[src/hw/rtl/bpe_pkg.sv]
// ----------------------------------------------------------------------------
// bpe_pkg
// Shared types and constants of the button press event state machine.
// ----------------------------------------------------------------------------
`default_nettype none

package bpe_pkg;

	localparam int unsigned TIME_W   = 32;
	localparam int unsigned INTVL_W  = 16;
	localparam int unsigned COUNT_W  = 4;
	localparam int unsigned CODE_W   = 3;
	localparam int unsigned CFG_IDX_W = 3;
	localparam int unsigned CFG_DATA_W = 16;

	// Register indexes of the configuration channel
	localparam logic [CFG_IDX_W-1:0] CFG_DEBOUNCE       = 3'd0;
	localparam logic [CFG_IDX_W-1:0] CFG_LONG_PRESS     = 3'd1;
	localparam logic [CFG_IDX_W-1:0] CFG_REPEAT         = 3'd2;
	localparam logic [CFG_IDX_W-1:0] CFG_RELEASE_PERIOD = 3'd3;
	localparam logic [CFG_IDX_W-1:0] CFG_RELEASE_COUNT  = 3'd4;

	// Register values after reset
	localparam logic [INTVL_W-1:0] RST_DEBOUNCE       = 16'd20;
	localparam logic [INTVL_W-1:0] RST_LONG_PRESS     = 16'd1000;
	localparam logic [INTVL_W-1:0] RST_REPEAT         = 16'd200;
	localparam logic [INTVL_W-1:0] RST_RELEASE_PERIOD = 16'd500;
	localparam logic [COUNT_W-1:0] RST_RELEASE_COUNT  = 4'd10;

	typedef enum logic [CODE_W-1:0] {
		MODE_IDLE     = 3'd0,
		MODE_DEBOUNCE = 3'd1,
		MODE_PRESSED  = 3'd2,
		MODE_REPEAT   = 3'd3,
		MODE_RELEASE  = 3'd4
	} mode_t;

	typedef enum logic [CODE_W-1:0] {
		EV_NONE    = 3'd0,
		EV_PRESS   = 3'd1,
		EV_LONG    = 3'd2,
		EV_REPEAT  = 3'd3,
		EV_RELEASE = 3'd4
	} event_t;

	typedef struct packed {
		logic [INTVL_W-1:0] debounce_ms;
		logic [INTVL_W-1:0] long_press_ms;
		logic [INTVL_W-1:0] repeat_ms;
		logic [INTVL_W-1:0] release_period_ms;
		logic [COUNT_W-1:0] release_repeats;
	} cfg_t;

	typedef struct packed {
		mode_t              mode;
		logic [TIME_W-1:0]  time_mark;
		logic [COUNT_W-1:0] release_counter;
	} state_t;

endpackage

`default_nettype wire

[src/hw/rtl/button_press_event_fsm.sv]
// ----------------------------------------------------------------------------
// button_press_event_fsm
// Button poll state machine: debounce, press, long press, repeat and release
// events from an active-low pin level and a millisecond timestamp.
// ----------------------------------------------------------------------------
// Usage:
//   Each item on the s_ side is one poll: the pin level and the current
//   millisecond time. Each poll gives exactly one item on the m_ side with
//   the event code (none, press, long press, repeat, release) and the mode
//   after the poll.
//   Timing: a poll is registered in the input register on acceptance,
//   evaluated there, and its result registered in the result register that
//   drives m_tvalid and m_tdata. One poll per cycle is sustained while
//   m_tready stays high; the state update (one 32-bit subtract and four
//   compares) sits between the two registers and sets that rate.
//   Stall: while m_tready is low the result holds; the input register still
//   takes one more poll, after which s_tready falls until the output drains.
//   Configuration: cfg_ready is always high; write only while no poll is in
//   flight. Unknown indexes are ignored.
//   Reset: arst_n clears the pipeline, puts the machine in idle with a zero
//   time mark and release count, and loads the default intervals.
// ----------------------------------------------------------------------------
`default_nettype none

module button_press_event_fsm (
	input  wire logic                           clk,
	input  wire logic                           arst_n,
	// poll input; tdata: [0] pin_level, [32:1] now_ms, [39:33] zero
	input  wire logic                           s_tvalid,
	output logic                                s_tready,
	input  wire logic [39:0]                    s_tdata,
	// result output; tdata: [2:0] event_code, [5:3] mode_now, [7:6] zero
	output logic                                m_tvalid,
	input  wire logic                           m_tready,
	output logic [7:0]                          m_tdata,
	// configuration write channel
	input  wire logic                           cfg_valid,
	output logic                                cfg_ready,
	input  wire logic [bpe_pkg::CFG_IDX_W-1:0]  cfg_index,
	input  wire logic [bpe_pkg::CFG_DATA_W-1:0] cfg_data
);
	import bpe_pkg::*;

	cfg_t              cfg;
	state_t            state_q;
	state_t            state_nxt;
	event_t            ev_nxt;
	logic              valid_s1;
	logic              pin_s1;
	logic [TIME_W-1:0] now_s1;
	logic              valid_s2;
	event_t            event_s2;
	mode_t             mode_s2;
	logic              adv_s2;
	logic              adv_s1;

	assign cfg_ready = 1'b1;

	bpe_cfg u_cfg (
		.clk      (clk),
		.arst_n   (arst_n),
		.wr_en    (cfg_valid & cfg_ready),
		.wr_index (cfg_index),
		.wr_data  (cfg_data),
		.cfg      (cfg)
	);

	// Handshake: advance when the downstream stage is free or draining
	assign adv_s2   = ~valid_s2 | m_tready;
	assign adv_s1   = valid_s1 & adv_s2;
	assign s_tready = ~valid_s1 | adv_s2;

	// Hold the accepted poll in the input register
	always_ff @(posedge clk or negedge arst_n) begin
		if (!arst_n) begin
			valid_s1 <= 1'b0;
		end else if (s_tready) begin
			valid_s1 <= s_tvalid;
		end
	end

	always_ff @(posedge clk) begin
		if (s_tready && s_tvalid) begin
			pin_s1 <= s_tdata[0];
			now_s1 <= s_tdata[TIME_W:1];
		end
	end

	bpe_step u_step (
		.cfg       (cfg),
		.cur       (state_q),
		.pin_level (pin_s1),
		.now_ms    (now_s1),
		.nxt       (state_nxt),
		.ev        (ev_nxt)
	);

	// Update machine state as each poll moves into the result register
	always_ff @(posedge clk or negedge arst_n) begin
		if (!arst_n) begin
			state_q.mode            <= MODE_IDLE;
			state_q.time_mark       <= '0;
			state_q.release_counter <= '0;
			valid_s2                <= 1'b0;
		end else begin
			if (adv_s1) begin
				state_q <= state_nxt;
			end
			if (adv_s2) begin
				valid_s2 <= valid_s1;
			end
		end
	end

	always_ff @(posedge clk) begin
		if (adv_s1) begin
			event_s2 <= ev_nxt;
			mode_s2  <= state_nxt.mode;
		end
	end

	assign m_tvalid = valid_s2;
	assign m_tdata  = {2'b00, mode_s2, event_s2};

`ifndef SYNTH
	// A press event always lands in the pressed mode
	assert property (@(posedge clk) disable iff (!arst_n)
		(m_tvalid && event_s2 == EV_PRESS) |-> (mode_s2 == MODE_PRESSED))
		else $error("press event without pressed mode");

	// Long-press and repeat events leave the machine in repeat mode
	assert property (@(posedge clk) disable iff (!arst_n)
		(m_tvalid && (event_s2 == EV_LONG || event_s2 == EV_REPEAT))
		|-> (mode_s2 == MODE_REPEAT))
		else $error("long or repeat event outside repeat mode");

	// A release event leaves the machine in release or back in idle
	assert property (@(posedge clk) disable iff (!arst_n)
		(m_tvalid && event_s2 == EV_RELEASE)
		|-> (mode_s2 == MODE_RELEASE || mode_s2 == MODE_IDLE))
		else $error("release event in wrong mode");

	// State moves only when a poll moves into the result register
	assert property (@(posedge clk) disable iff (!arst_n)
		!$past(adv_s1) |-> $stable(state_q))
		else $error("state changed without a poll");
`endif

endmodule

`default_nettype wire

[src/hw/rtl/bpe_cfg.sv]
// ----------------------------------------------------------------------------
// bpe_cfg
// Configuration register bank; takes one register write per cycle.
// ----------------------------------------------------------------------------
`default_nettype none

module bpe_cfg (
	input  wire logic                           clk,
	input  wire logic                           arst_n,
	input  wire logic                           wr_en,
	input  wire logic [bpe_pkg::CFG_IDX_W-1:0]  wr_index,
	input  wire logic [bpe_pkg::CFG_DATA_W-1:0] wr_data,
	output bpe_pkg::cfg_t                       cfg
);
	import bpe_pkg::*;

	cfg_t cfg_q;

	// Decode the index and load the addressed register; drop unknown indexes
	always_ff @(posedge clk or negedge arst_n) begin
		if (!arst_n) begin
			cfg_q.debounce_ms       <= RST_DEBOUNCE;
			cfg_q.long_press_ms     <= RST_LONG_PRESS;
			cfg_q.repeat_ms         <= RST_REPEAT;
			cfg_q.release_period_ms <= RST_RELEASE_PERIOD;
			cfg_q.release_repeats   <= RST_RELEASE_COUNT;
		end else if (wr_en) begin
			unique case (wr_index)
				CFG_DEBOUNCE:       cfg_q.debounce_ms       <= wr_data;
				CFG_LONG_PRESS:     cfg_q.long_press_ms     <= wr_data;
				CFG_REPEAT:         cfg_q.repeat_ms         <= wr_data;
				CFG_RELEASE_PERIOD: cfg_q.release_period_ms <= wr_data;
				CFG_RELEASE_COUNT:  cfg_q.release_repeats   <= wr_data[COUNT_W-1:0];
				default: ;
			endcase
		end
	end

	assign cfg = cfg_q;

endmodule

`default_nettype wire

[src/hw/rtl/bpe_step.sv]
// ----------------------------------------------------------------------------
// bpe_step
// Next-state and event logic for one poll of the button.
// ----------------------------------------------------------------------------
`default_nettype none

module bpe_step (
	input  bpe_pkg::cfg_t                   cfg,
	input  bpe_pkg::state_t                 cur,
	input  wire logic                       pin_level,
	input  wire logic [bpe_pkg::TIME_W-1:0] now_ms,
	output bpe_pkg::state_t                 nxt,
	output bpe_pkg::event_t                 ev
);
	import bpe_pkg::*;

	logic               pressed;
	logic [TIME_W-1:0]  elapsed;
	logic               over_debounce;
	logic               over_long;
	logic               over_repeat;
	logic               over_release;
	logic [COUNT_W-1:0] count_inc;

	// Wrapping elapsed time and the strict interval compares
	assign pressed       = ~pin_level;
	assign elapsed       = now_ms - cur.time_mark;
	assign over_debounce = elapsed > {{(TIME_W-INTVL_W){1'b0}}, cfg.debounce_ms};
	assign over_long     = elapsed > {{(TIME_W-INTVL_W){1'b0}}, cfg.long_press_ms};
	assign over_repeat   = elapsed > {{(TIME_W-INTVL_W){1'b0}}, cfg.repeat_ms};
	assign over_release  = elapsed > {{(TIME_W-INTVL_W){1'b0}}, cfg.release_period_ms};

	// Advance the machine by one poll
	always_comb begin
		nxt       = cur;
		ev        = EV_NONE;
		count_inc = cur.release_counter;
		unique case (cur.mode)
			MODE_IDLE: begin
				if (pressed) begin
					nxt.mode      = MODE_DEBOUNCE;
					nxt.time_mark = now_ms;
				end
			end
			MODE_DEBOUNCE: begin
				if (over_debounce) begin
					if (pressed) begin
						nxt.mode      = MODE_PRESSED;
						nxt.time_mark = now_ms;
						ev            = EV_PRESS;
					end else begin
						nxt.mode = MODE_IDLE;
					end
				end
			end
			MODE_PRESSED: begin
				if (!pressed) begin
					nxt.mode = MODE_RELEASE;
				end else if (over_long) begin
					nxt.mode      = MODE_REPEAT;
					nxt.time_mark = now_ms;
					ev            = EV_LONG;
				end
			end
			MODE_REPEAT: begin
				if (!pressed) begin
					nxt.mode = MODE_RELEASE;
				end else if (over_repeat) begin
					nxt.time_mark = now_ms;
					ev            = EV_REPEAT;
				end
			end
			MODE_RELEASE: begin
				// Count a release event, then end the phase once the count is reached
				if (over_release) begin
					nxt.time_mark = now_ms;
					ev            = EV_RELEASE;
					count_inc     = cur.release_counter + COUNT_W'(1);
				end
				nxt.release_counter = count_inc;
				if (count_inc >= cfg.release_repeats) begin
					nxt.release_counter = '0;
					nxt.mode            = MODE_IDLE;
				end
			end
			default: begin
				nxt.mode = MODE_IDLE;
			end
		endcase
	end

endmodule

`default_nettype wire
[config.mk]
export PLATFORM = sky130hd
export DESIGN_NAME = button_press_event_fsm
export DESIGN_NICKNAME = d
export VERILOG_FILES = /design/src/hw/rtl/bpe_pkg.sv /design/src/hw/rtl/button_press_event_fsm.sv /design/src/hw/rtl/bpe_cfg.sv /design/src/hw/rtl/bpe_step.sv
export SDC_FILE = /design/constraint.sdc
export NUM_CORES = 1
export LEC_CHECK = 0
export ABC_CLOCK_PERIOD_IN_PS = 5070
export BUFFER_PORTS_ARGS = -buffer_cell sky130_fd_sc_hd__buf_4
export CORE_UTILIZATION = 45
export DETAILED_ROUTE_END_ITERATION = 10
export GPL_TIMING_DRIVEN = 0
export PLACE_DENSITY = 0.73
export SLEW_MARGIN = 10
export SYNTH_ARGS = -nofsm -noshare
export SYNTH_HDL_FRONTEND = slang
export SYNTH_SLANG_ARGS = --single-unit
[constraint.sdc]
create_clock -name clk -period 5.07 [get_ports clk]
set_input_delay 1.014 -clock clk [delete_from_list [all_inputs] [get_ports clk]]
set_output_delay 1.014 -clock clk [all_outputs]
set_load 0.05 [all_outputs]
==> impl_metrics.json <==
{
  "syn_to_final_growth_pct": 20.7,
  "rr_startpoint": "now_s1[9]",
  "initialDrtViolationCount": 425,
  "top_level_ports": 75,
  "dpl.hpwl_um": 16900,
  "synth_mux_area_frac": 0.0604,
  "critPathLaunchType": "flip-flop",
  "required_ps": 5390,
  "grt_usage": 0.217,
  "start_util": 0.461,
  "postSynthCellCount": 1026,
  "setup_slack_ps": -408,
  "cp_slowest_cell": "edfxtp_1",
  "synth-edff-count": 39,
  "instances_no_fill": 1433,
  "synth_compound_area_frac": 0.156,
  "cts.sinks": 148,
  "routedWlPerCell_um": 15.9,
  "crit_type": "flip-flop to flip-flop",
  "drc_errors": 0,
  "vias": 7871,
  "worst_path_most_repeated_cell": "nand4_1",
  "drv_slew": 0,
  "cts_tree": "built",
  "layout_common_cells": "inv_1, nand2_1, buf_4, ha_1, dfrtp_1",
  "placement_rows": 53,
  "dieArea_mm2": 0.0223,
  "antenna_left": 0,
  "critical-path-max-stage-delay_ps": 430,
  "gr-total-overflow": 0,
  "synth_top_family_by_area": "simple AND/OR/NAND/NOR gates",
  "layout.nets": 1310,
  "core_area_mm2": 0.0212,
  "syn_avg_cell_area_um2": 9.50,
  "vias_per_cell": 5.49,
  "ys_ff_latch": 148,
  "cts-htree-levels": 4,
  "placed_cells": 1367,
  "drive_gt1_frac": 0.218,
  "yosysWarnings": 0,
  "fmax_ghz": 0.183,
  "grt_pass1_vias": 7903,
  "synth_ff_type": "dfrtp_1",
  "crit_path_max_fanout": 8,
  "die_x_um": 149,
  "failed_checks": "negative setup slack",
  "synthSimpleGateAreaFrac": 0.162,
  "setup_viol": 6,
  "vdd_drop_max_v": 0.000299,
  "cp_data_arrival_time_ps": 5800,
  "hold_ws_ps": 493,
  "io_buffers": 64,
  "fin_util": 0.556,
  "fill_cells": 1815,
  "period_minus_slack_ps": 5480,
  "fin_skew_ps": 10.6,
  "drtPass1Iterations": 5,
  "fin_crit_sh": 1.08,
  "hold_class": "flip-flop to flip-flop",
  "rsz0062_at_grt": "true",
  "postCtsHoldBufs": 0,
  "dieHeight_um": 149,
  "seq_area_frac_synth": 0.402,
  "async_flop_share": 0.736,
  "yosysUniqueCellTypes": 75,
  "clock_latency_ps": 430,
  "cp-startpoint": "now_s1[9]",
  "power_density_mw_per_mm2": 637,
  "gp_congestion": 0.896,
  "antenna_found_initial": 0,
  "diodes": 0,
  "routed_wl_um": 22800,
  "synthXorXnorAreaFrac": 0.0207,
  "synth_fa_ha_area_frac": 0.130,
  "cap_violations": 0,
  "holdCritStartpoint": "valid_s1",
  "leakage_nw": 5.27,
  "status": "complete, but fails checks",
  "end_kind": "flip-flop",
  "clockRootBuffer": "clkbuf_16",
  "synth_area_mm2": 0.00975,
  "grt_pass1_wl_um": 37900,
  "stdcell_area_mm2": 0.0118,
  "dpl-instance-area_mm2": 0.0107,
  "worst_pin_slew_ps": 1010,
  "relSlewSlack": 0.322,
  "grt_max_degree": 65,
  "hold_viol": 0,
  "path_clk_slew_ps": 60,
  "numCtsBuffers": 17,
  "clockBufferDepth": 2,
  "layout_commonest_cell": "inv_1"
}
## where the power goes
part	switching (W)	leakage [nW]	internal [W]
Clock	0.000505	0.261	0.000631
Sequential	0.000112	1.66	0.00154
Combinational	0.00268	3.35	0.00204
Total	0.00330	5.27	0.00420
## routing by layer
metal	part of all wire	vias to the layer above	routed length, um	GRT usage
met5	0	-	0	0
met4	0.020	0	451	0.0862
met3	0.033	38	750	0.0333
met2	0.50	141	11300	0.376
met1	0.45	3795	10200	0.271
li1	-	3897	-	-
## final cells by class
type | count | area (um2) | area share
multi-input combinational | 724 | 5520 | 0.469
sequential | 148 | 3920 | 0.333
timing repair buffer | 99 | 771 | 0.0655
clock buffer | 21 | 450 | 0.0383
inverter | 112 | 420 | 0.0357
tap | 275 | 344 | 0.0292
buffer | 43 | 277 | 0.0235
clock inverter | 11 | 61.3 | 0.00521
## synthesized netlist by cell type (all sizes together) (4+ instances only)
cell / instances / area share
mux2i: 33 / 0.034
a31oi: 6 / 0.0045
dfstp: 19 / 0.051
xnor2: 16 / 0.014
a21o: 23 / 0.018
a221oi: 4 / 0.0036
nor2b: 10 / 0.0064
mux2: 23 / 0.027
nand3: 17 / 0.0098
ha: 100 / 0.13
and2: 10 / 0.0064
xor2: 7 / 0.0063
edfxtp: 39 / 0.12
nor3: 13 / 0.0067
a21boi: 5 / 0.0039
inv: 112 / 0.043
or3: 6 / 0.0039
o31ai: 5 / 0.0039
a211oi: 4 / 0.0031
a21oi: 62 / 0.032
o211ai: 5 / 0.0039
nor4: 6 / 0.0054
clkbuf: 15 / 0.0059
o21ai: 83 / 0.043
or4: 6 / 0.0046
nand4: 22 / 0.014
buf: 28 / 0.018
nor2: 37 / 0.014
and3: 9 / 0.0058
dfrtp: 90 / 0.23
nand3b: 32 / 0.025
nand2b: 8 / 0.0059
or2: 6 / 0.0039
o21a: 5 / 0.0039
o2111ai: 9 / 0.0087
nand2: 107 / 0.041
o21bai: 4 / 0.0031
## flip-flops by register name (all words and copies together), names as in the netlist
name,flops
event_s2,3
valid_s1,1
m_tvalid,1
now_s1,32
mode_s2,3
state_q,39
pin_s1,1
u_cfg.cfg,68
## critical path, delay by kind of cell, from the launching register on
family | cells | cell delay [ps]
buf+inv | 5 | 670
flops | 1 | 430
simple gates | 9 | 1490
xor+xnor | 2 | 380
fa+ha+maj | 3 | 860
compound gates | 10 | 1520
## final timing paths
path	endpoint	slack (ps)	cells after the start
worst min-delay path	m_tvalid	490	1
worst max register to register	state_q[3]	-410	29
min in group asynchronous	u_cfg.cfg[28]	510	1
worst max-delay path	state_q[3]	-410	29
max in group asynchronous	u_cfg.cfg[3]	3840	2
worst min register to register	m_tvalid	490	1
## cell families after synthesis
family	Yosys count
buf+inv	155
other cells	2
fa+ha+maj	101
xor+xnor	23
flops	148
mux	56
simple gates	299
compound gates	242
## through the flow
step / worst slack (ps) / power (W) / TNS, ps
finish: -408 / 0.00750 / -2280
CTS: -338 / 0.00737 / -1680
global route: -642 / 0.00815 / -3600
detailed placement: -1270 / 0.00572 / -14540
floorplan: -90.5 / 0.00470 / -202
global placement: -1170 / 0.00558 / -11430
## repair_timing
item	4_1_cts	5_1_grt
buffers inserted	28	6
setup endpoints to repair	38	38
gates resized for setup	51	17
pin swaps	18	5
Power figures use the tool's default switching activity.
